File: src/dfd_pkg.sv
// shared types, codes and helpers for the device flap detector table
// no dependencies; imported by dfd_cell and device_flap_detector_table
package dfd_pkg;

    localparam int TABLE_ENTRIES_DEFAULT = 16;

    localparam logic [15:0] WINDOW_RESET = 16'd400;

    localparam logic [1:0] OP_ATTACH = 2'd0;
    localparam logic [1:0] OP_DETACH = 2'd1;

    localparam logic [1:0] REPORT_NONE   = 2'd0;
    localparam logic [1:0] REPORT_ATTACH = 2'd1;
    localparam logic [1:0] REPORT_DETACH = 2'd2;
    localparam logic [1:0] REPORT_FAULT  = 2'd3;

    // values held still for the whole walk of one beat
    typedef struct packed {
        logic        is_event;
        logic        attach;
        logic [31:0] key;
        logic [31:0] now;
        logic [15:0] window;
    } dfd_bcast_t;

    // token handed from cell to cell
    typedef struct packed {
        logic       valid;
        logic       found;
        logic       placed;
        logic [1:0] report;
    } dfd_token_t;

    function automatic logic [1:0] report_notice(input logic attach);
        report_notice = attach ? REPORT_ATTACH : REPORT_DETACH;
    endfunction

endpackage

File: src/dfd_cell.sv
// one table entry of the flap detector chain: key, time, status, valid
// depends on dfd_pkg for the broadcast and token types
module dfd_cell (
    input  logic              aclk,
    input  logic              aresetn,
    input  dfd_pkg::dfd_bcast_t bcast,
    input  dfd_pkg::dfd_token_t tok_in,
    output dfd_pkg::dfd_token_t tok_out,
    output logic              hit
);
    import dfd_pkg::*;

    logic        valid_reg, valid_next;
    logic [31:0] key_reg, key_next;
    logic [31:0] time_reg, time_next;
    logic        attached_reg, attached_next;
    dfd_token_t  tok_reg, tok_next;
    logic [31:0] age;
    logic        in_window;

    assign hit       = valid_reg && (key_reg == bcast.key);
    assign age       = bcast.now - time_reg;
    assign in_window = age <= {16'd0, bcast.window};
    assign tok_out   = tok_reg;

    always_comb begin
        valid_next    = valid_reg;
        key_next      = key_reg;
        time_next     = time_reg;
        attached_next = attached_reg;
        tok_next      = tok_in;
        if (tok_in.valid) begin
            if (bcast.is_event && hit) begin
                // known key: report on a status change, then refresh
                if (attached_reg != bcast.attach) begin
                    tok_next.report = in_window ? REPORT_FAULT : report_notice(bcast.attach);
                end
                time_next     = bcast.now;
                attached_next = bcast.attach;
            end else if (bcast.is_event && !tok_in.found && !tok_in.placed && !valid_reg) begin
                // first free entry takes the new key
                valid_next      = 1'b1;
                key_next        = bcast.key;
                time_next       = bcast.now;
                attached_next   = bcast.attach;
                tok_next.placed = 1'b1;
            end else if (valid_reg && !in_window) begin
                valid_next = 1'b0;
            end
        end
    end

    always_ff @(posedge aclk) begin
        if (!aresetn) begin
            valid_reg     <= 1'b0;
            tok_reg.valid <= 1'b0;
        end else begin
            valid_reg     <= valid_next;
            tok_reg.valid <= tok_next.valid;
        end
        key_reg        <= key_next;
        time_reg       <= time_next;
        attached_reg   <= attached_next;
        tok_reg.found  <= tok_next.found;
        tok_reg.placed <= tok_next.placed;
        tok_reg.report <= tok_next.report;
    end

endmodule

File: src/device_flap_detector_table.sv
// top level of the device flap detector table: stream ports, apb register,
// sequencer and the chain of dfd_cell entries; depends on dfd_pkg and dfd_cell
//
// channel   dir  handshake          payload
// s_        in   s_tvalid/s_tready  op, device_key, now_ms
// m_        out  m_tvalid/m_tready  report, dropped
// apb       in   psel/penable       window_ms at byte address 0
//
// s_tready drops once a beat is taken and stays low through the match, walk and
// done states, so a new beat is taken only after the last result is handed on:
// the match state, where every cell compares its key with the beat's key at once and
// the token enters the head cell, then the token passes through every cell register
// until it leaves the tail cell, then the result is registered in the done state and
// handed to the output register; m_tvalid rises once the output register is free
// reset (synchronous, aresetn low) clears all valid bits, window_ms becomes 400
// a result waiting on m_tready does not block acceptance; only a second finished
// result waits in the done state until the output register frees up
module device_flap_detector_table #(
    parameter int TABLE_ENTRIES = dfd_pkg::TABLE_ENTRIES_DEFAULT
) (
    input  logic        aclk,
    input  logic        aresetn,
    // input beats
    input  logic        s_tvalid,
    output logic        s_tready,
    input  logic [71:0] s_tdata,   // op[1:0], device_key[33:2], now_ms[65:34], zero pad
    // result beats
    output logic        m_tvalid,
    input  logic        m_tready,
    output logic [7:0]  m_tdata,   // report[1:0], dropped[2], zero pad
    // configuration
    input  logic        psel,
    input  logic        penable,
    input  logic        pwrite,
    input  logic [2:0]  paddr,
    input  logic [31:0] pwdata,
    output logic [31:0] prdata,
    output logic        pready
);
    import dfd_pkg::*;

    localparam logic [1:0] ST_IDLE  = 2'd0;
    localparam logic [1:0] ST_MATCH = 2'd1;
    localparam logic [1:0] ST_WALK  = 2'd2;
    localparam logic [1:0] ST_DONE  = 2'd3;

    logic [1:0]  state_reg, state_next;
    logic [15:0] window_reg;
    logic [1:0]  op_reg;
    logic [31:0] key_reg;
    logic [31:0] now_reg;
    logic [1:0]  res_report_reg, res_report_next;
    logic        res_dropped_reg, res_dropped_next;
    logic        m_tvalid_reg, m_tvalid_next;
    logic [1:0]  m_report_reg, m_report_next;
    logic        m_dropped_reg, m_dropped_next;

    dfd_bcast_t                bcast;
    dfd_token_t                chain [0:TABLE_ENTRIES];
    logic [TABLE_ENTRIES-1:0]  hits;
    logic                      found;
    logic                      s_accept;
    logic                      out_free;

    // apb: always ready, only the register at index zero exists
    assign pready = 1'b1;
    assign prdata = (paddr[2] == 1'b0) ? {16'd0, window_reg} : 32'd0;

    always_ff @(posedge aclk) begin
        if (!aresetn) begin
            window_reg <= WINDOW_RESET;
        end else if (psel && penable && pwrite && pready && (paddr[2] == 1'b0)) begin
            window_reg <= pwdata[15:0];
        end
    end

    // stream side handshakes
    assign s_tready = (state_reg == ST_IDLE);
    assign s_accept = s_tvalid && s_tready;
    assign out_free = !m_tvalid_reg || m_tready;
    assign m_tvalid = m_tvalid_reg;
    assign m_tdata  = {5'd0, m_dropped_reg, m_report_reg};

    // beat fields held in registers for the whole walk
    always_ff @(posedge aclk) begin
        if (s_accept) begin
            op_reg  <= s_tdata[1:0];
            key_reg <= s_tdata[33:2];
            now_reg <= s_tdata[65:34];
        end
    end

    assign bcast.is_event = (op_reg == OP_ATTACH) || (op_reg == OP_DETACH);
    assign bcast.attach   = (op_reg == OP_ATTACH);
    assign bcast.key      = key_reg;
    assign bcast.now      = now_reg;
    assign bcast.window   = window_reg;

    // keys are unique among valid entries, so an or of the compares is the lookup
    assign found = |hits;

    // token injection into the head of the chain during the match cycle
    always_comb begin
        chain[0].valid  = (state_reg == ST_MATCH);
        chain[0].found  = found;
        chain[0].placed = 1'b0;
        chain[0].report = (bcast.is_event && !found) ? report_notice(bcast.attach)
                                                     : REPORT_NONE;
    end

    // the row of entries
    for (genvar i = 0; i < TABLE_ENTRIES; i++) begin : g_cell
        dfd_cell u_cell (
            .aclk    (aclk),
            .aresetn (aresetn),
            .bcast   (bcast),
            .tok_in  (chain[i]),
            .tok_out (chain[i+1]),
            .hit     (hits[i])
        );
    end

    // sequencer
    always_comb begin
        state_next       = state_reg;
        res_report_next  = res_report_reg;
        res_dropped_next = res_dropped_reg;
        m_tvalid_next    = m_tvalid_reg && !m_tready;
        m_report_next    = m_report_reg;
        m_dropped_next   = m_dropped_reg;
        case (state_reg)
            ST_IDLE: begin
                if (s_accept) begin
                    state_next = ST_MATCH;
                end
            end
            ST_MATCH: begin
                state_next = ST_WALK;
            end
            ST_WALK: begin
                // token has left the tail cell
                if (chain[TABLE_ENTRIES].valid) begin
                    res_report_next  = chain[TABLE_ENTRIES].report;
                    res_dropped_next = bcast.is_event && !chain[TABLE_ENTRIES].found
                                       && !chain[TABLE_ENTRIES].placed;
                    state_next       = ST_DONE;
                end
            end
            ST_DONE: begin
                if (out_free) begin
                    m_tvalid_next  = 1'b1;
                    m_report_next  = res_report_reg;
                    m_dropped_next = res_dropped_reg;
                    state_next     = ST_IDLE;
                end
            end
            default: begin
                state_next = ST_IDLE;
            end
        endcase
    end

    always_ff @(posedge aclk) begin
        if (!aresetn) begin
            state_reg    <= ST_IDLE;
            m_tvalid_reg <= 1'b0;
        end else begin
            state_reg    <= state_next;
            m_tvalid_reg <= m_tvalid_next;
        end
        res_report_reg  <= res_report_next;
        res_dropped_reg <= res_dropped_next;
        m_report_reg    <= m_report_next;
        m_dropped_reg   <= m_dropped_next;
    end

endmodule
File: config.mk
export PLATFORM = sky130hd
export DESIGN_NAME = device_flap_detector_table
export DESIGN_NICKNAME = d
export VERILOG_FILES = /design/src/dfd_pkg.sv /design/src/dfd_cell.sv /design/src/device_flap_detector_table.sv
export SDC_FILE = /design/constraint.sdc
export NUM_CORES = 2
export LEC_CHECK = 0
export BUFFER_PORTS_ARGS = -buffer_cell sky130_fd_sc_hd__buf_4
export CORE_MARGIN = 4
export CORE_UTILIZATION = 45
export DETAILED_ROUTE_END_ITERATION = 8
export SLEW_MARGIN = 20
export SYNTH_ARGS = -nofsm -noshare
export SYNTH_HDL_FRONTEND = slang
export SYNTH_SLANG_ARGS = --single-unit
File: constraint.sdc
create_clock -name aclk -period 8.6 [get_ports aclk]
set_input_delay 0.43 -clock aclk [delete_from_list [all_inputs] [get_ports aclk]]
set_output_delay 0.43 -clock aclk [all_outputs]
set_load 0.01 [all_outputs]
== Word level (Yosys, flattened, before mapping) ==
Cells that the tools add are included.

* Register bits: 1,227
* Latch bits: 0
* Bits in read-only memories: 0
* Logic and storage cells: 685
* Bits in writable memories: 0
* Input port bits: 114
* Memories: 0

* $lt $le $gt $ge: 16
* Shift operators: 0
* Bitwise operators: 18
* Eq/ne operators: 39
* Mux-type cells: 200
* $add $sub $neg: 16
* Divide/modulo/power cells: 0
* Reductions and logical operators: 258
* Multipliers: 0

{| class="wikitable"
|+ Operator list
! operator !! number
|-
| 32-bit two-way mux || 32
|-
| 32-bit == test || 16
|-
| 32-bit by 16-bit <= comparator with 1-bit output || 16
|-
| 32-bit subtractor || 16
|-
| 2-bit two-way mux || 54
|-
| 1-bit logical AND || 102
|-
| 3-bit AND reduction || 33
|-
| 1-bit two-way mux || 97
|-
| 1-bit zero test || 67
|-
| 2-bit nonzero test || 32
|-
| 3-bit two-way mux || 15
|-
| 2-bit AND reduction || 18
|-
| 1-bit NOT || 18
|-
| 16-bit two-way mux || 1
|-
| 1-bit != test || 16
|-
| 16-bit OR reduction || 1
|-
| 2-bit case mux with 4 select lines || 1
|-
| 2-bit by 1-bit == test with 1-bit output (second input constant) || 2
|-
| 2-bit == test (second input constant) || 2
|-
| 2-bit zero test || 2
|-
| 2-bit by 1-bit != test with 1-bit output (second input constant) || 2
|-
| 1-bit logical OR || 2
|-
| 2-bit != test (second input constant) || 1
|-
| 2-bit OR reduction || 1
|}

== Logic depth before layout (Yosys ltp) ==
* Word-level depth: 9
* Depth in mapped cells: 23
* Gate-level depth less buffers: 23

== Hierarchy ==
A second synthesis with hierarchy kept.

* Cells, all modules: 8,416
* Area, all modules: 84,483.5 sq um

{| class="wikitable"
|+ Modules (own cells, without submodules)
! module !! times used !! seq. area each (sq um) !! cells each !! area each (sq um)
|-
| dfd_cell (g_cell[10].u_cell ...) || 9 || 2,072.0 || 505 || 5,047.3
|-
| dfd_cell (g_cell[6].u_cell ...) || 4 || 2,072.0 || 502 || 4,961.0
|-
| dfd_cell (g_cell[12].u_cell ...) || 2 || 2,072.0 || 556 || 5,342.6
|-
| dfd_cell (g_cell[0].u_cell) || 1 || 2,072.0 || 532 || 5,186.2
|-
| device_flap_detector_table || 1 || 2,542.4 || 219 || 3,342.0
|}

== Worst setup path before layout ==
OpenSTA, ideal clock, no wires.

* Path kind: register to register
* Start point: reg key_reg[1]
* End point: reg g_cell[0].u_cell.attached_reg, enable pin
* Path slack: 3.034 ns
* Cell stages (with the launch flop): 11
* Clock period less this slack: 5.566 ns
* Data arrival time: 5.191 ns
* Setup time: 0.375 ns
* Cells stage by stage: edfxtp_1 > buf_2 > buf_2 > xor2_1 > nor4_1 > nand4_1 > nand4b_1 > o2111ai_1 > or4_1 > nor3_1 > or2_2

* Cells in the longest elaborated chain, start to end: 8
* Elaborated cells between the ends (all ways): 39
* Those cells by class: eq/ne: 16; reduce/logical: 23

{| class="wikitable"
|+ RTL lines
! element !! line !! RTL
|-
| from (decl) || device_flap_detector_table.sv:50 || <nowiki>logic [31:0] key_reg;</nowiki>
|-
| from (signal assigned) || device_flap_detector_table.sv:88 || <nowiki>key_reg <= s_tdata[33:2];</nowiki>
|-
| 32-bit == test || dfd_cell.sv:21 || <nowiki>assign hit = valid_reg && (key_reg == bcast.key);</nowiki>
|-
| 1-bit logical AND || dfd_cell.sv:21 ||
|-
| 16-bit OR reduction || device_flap_detector_table.sv:100 || <nowiki>assign found = |hits;</nowiki>
|-
| 1-bit zero test || dfd_cell.sv:40 || <nowiki>end else if (bcast.is_event && !tok_in.found && !tok_in.placed && !valid_reg) begin</nowiki>
|-
| 1-bit logical AND (2 in series) || dfd_cell.sv:40 ||
|-
| 2-bit nonzero test (no line) * || n/a ||
|-
| 2-bit AND reduction (no line) * || n/a ||
|-
| to (signal assigned) || dfd_cell.sv:63 || <nowiki>attached_reg <= attached_next;</nowiki>
|-
| to (decl) || dfd_cell.sv:16 || <nowiki>logic attached_reg, attached_next;</nowiki>
|}

Every way passes the cells marked *; elsewhere a longest branch is shown, timed or not.
A chain may end at the register's enable or synchronous reset.

==> results_dict.tcl <==
set metrics [dict create \
    status "finished, final reports clean" \
    fin_ws_ps 2351 \
    p_leak_nw 35.74 \
    hpwl_microns 172400 \
    port_buffers 110 \
    fmax_ghz 0.1600 \
    drc 0 \
    drive_gt1_frac 0.07202 \
    critPathArrivalTime_ps 6950 \
    track_usage 0.2546 \
    power.density_nw_per_um2 248.3 \
    pin_count 157 \
    fp.dieH_microns 436.5 \
    synthAdderAreaFrac 0.1183 \
    synthesis.area_sq_um 82640 \
    fin_skew_ps 26.22 \
    total_power_mw 22.94 \
    via_per_inst 5.849 \
    utilization 0.5052 \
    grt_max_degree 60 \
    fin_crit_sh 0.7267 \
    p_sw_mw 8.640 \
    synthFlopType "edfxtp_1" \
    cts_setup_buffers 0 \
    slew_headroom 0.2682 \
    critPathMaxFanout 33 \
    worst_pin_slew_ps 1098 \
    htreeDepth 4 \
    rsz0062_at_grt "false" \
    synthTopCellsByArea "edfxtp_1, ha_1, xnor2_1, a21oi_1, xor2_1" \
    setup_violations 0 \
    cts_inserted_buffers 146 \
    grt_pass1_vias 62550 \
    root_buffer "clkbuf_16" \
    synth_top_family_by_area "compound AO/OA/AOI/OAI gates" \
    clock_power_share 0.276 \
    ys_ff_latch 1227 \
    synthToLayoutAreaGrowth_pct 11.80 \
    final_area_sq_um 92390 \
    coreArea_sq_um 182900 \
    fp-row-count 157 \
    ir_drop_mv 0.2623 \
    drt-pass1-iter-count 6 \
    seq_power_share 0.316 \
    drt-total-wl_microns 249100 \
    clock_latency_ps 800 \
    hold_viol_final 0 \
    yosysTopAreaCell "edfxtp_1" \
    fillers 16760 \
    clk_pin_slew_worst_paths_ps 60 \
    cts.sinks 1227 \
    end_kind "register" \
    synth_cell_types 103 \
    synth_area_per_cell_sq_um 10.03 \
    ys_seq_area_frac 0.4319 \
    nets 9361 \
    placed_cell_area_sq_um 86640 \
    layout_commonest_cell "edfxtp_1" \
    gp_routability_congestion 0.9249 \
    cts_tree "done" \
    placed_cells 10710 \
    yosys_warnings 0 \
    fin_crit_ps 6249 \
    synth_simple_gate_area_frac 0.1493 \
    final_cell_mix "edfxtp_1, ha_1, inv_1" \
    synth-compound-area-share 0.1617 \
    antenna_found_initial 1 \
    grt_pass1_wl_microns 378300 \
    power.internal_mw 14.30 \
    cp.required_ps 9300 \
    synthArstFlopShare 0 \
    wl_per_cell_microns 22.52 \
    hold_slack_ps 115.0 \
    synth_edf_count 1112 \
    switching_share 0.3766 \
    start_util 0.4519 \
    tns_ps 0 \
    synthMuxAreaShare 0.005390 \
    grt.overflow.total 0 \
    critPathKind "reg -> reg" \
    clock_path_buffers 3 \
    drt-initial-drc-count 4989 \
    postSynthCellCount 8238 \
    startpoint_type "register" \
    vias 64690 \
    die_w_microns 436.5 \
    place_ws_ps 2321 \
    die-area_sq_um 190600 \
    p_comb_frac 0.407 \
    final_cells 11060 \
    drv_slew 0 \
    detail-route-antenna-nets 0 \
    cap_viol_max_count 0 \
    synth_xor_area_frac 0.08987 \
    yosysTopAreaCellShare 0.4041 \
    hp-class "in -> reg" \
]
[cell type report]
type / instances / area, sq um / share of cell area
Multi-Input combinational cell: 6123 / 43530 / 0.4712
Sequential cell: 1227 / 35690 / 0.3863
Clock buffer: 182 / 4049 / 0.04382
Tap cell: 2464 / 3083 / 0.03337
Timing Repair Buffer: 330 / 2735 / 0.02960
Inverter: 647 / 2429 / 0.02629
Clock inverter: 86 / 867.1 / 0.009385
Antenna cell: 1 / 2.502 / 0.00002708
[critical path, cell delays in order (launching register included)]
cell       delay (ps)
edfxtp_1          320
buf_4             400
inv_2             340
buf_4             330
fa_1              480
nand2b_1          180
a21oi_1           220
o21ai_0           250
a21oi_1           280
nor2_1             80
xnor2_1           130
ha_1              280
nand4_1           150
a211oi_1           70
a2111oi_0         690
o2111a_1          290
nand4_1            90
a2111o_1          340
or4_1             860
a41oi_1           360
[worst paths after layout]
kind                               startpoint                           end  slack [ps]  cells past startpoint
setup / recovery                   now_reg[1]  g_cell[13].u_cell.tok_out[0]        2350                     19
setup reg to reg                   now_reg[1]  g_cell[13].u_cell.tok_out[0]        2350                     19
hold / removal                        aresetn                 window_reg[8]         110                      2
hold reg to reg   g_cell[0].u_cell.tok_out[3]   g_cell[1].u_cell.tok_out[3]         360                      0
[synth_stat cells, types with 23 or more instances]
cell type     n
a2111oi_0    37
a211oi_1     74
a21boi_0     35
a21o_1      203
a21oi_1     633
a31oi_1      74
and2_1       53
and3_1       54
and4_1       38
buf_2        73
buf_4        23
clkbuf_1    162
dfxtp_1     115
edfxtp_1   1112
ha_1        756
inv_1       646
mux2i_1      31
nand2_1     560
nand2b_1     99
nand3_1     171
nand4_1     287
nor2_1      509
nor2b_1      89
nor3_1      127
nor4_1      153
o2111ai_1    28
o211ai_1     98
o21a_1      117
o21ai_0     356
o21bai_1     63
o31a_1       29
o31ai_1      35
or2_2        60
or3_1        44
or4_1        35
xnor2_1     513
xor2_1      335
[power by group through the flow]
stage          Sequential (mW)  Clock (mW)  Combinational, mW
6_report                  7.26        6.34               9.35
5_1_grt                   7.28        6.72               10.4
4_1_cts                   7.26        6.47               9.30
3_5_place_dp              7.39           0               9.20
3_3_place_gp              7.38           0               9.10
2_1_floorplan             7.55           0               6.40
[timing repair]
action                    4_1_cts  5_1_grt
hold buffers                   83        0
hold endpoints to repair       83        0
gates resized for setup         0        0
[per-layer routing]
metal | share of wire | global-route usage | up-vias
met5 | 0 | 0 | -
met4 | 0.037 | 0.08971 | 0
met3 | 0.047 | 0.03012 | 385
met2 | 0.48 | 0.4335 | 1764
met1 | 0.44 | 0.3351 | 31420
li1 | - | - | 31120
[logic make-up (layout without fill, tap and decap cells)]
| family | after synthesis | count (layout) |
|---|---|---|
| AOI/OAI and AO/OA | 2047 | 2047 |
| xor gates and xnor gates | 848 | 848 |
| adders and majority gates | 772 | 772 |
| buffers and inverters | 908 | 1245 |
| DFF | 1227 | 1227 |
| muxes | 43 | 43 |
| other | 2 | 23 |
| and+or+nand+nor | 2391 | 2391 |
Note: power is estimated with default switching activity, not from simulation.
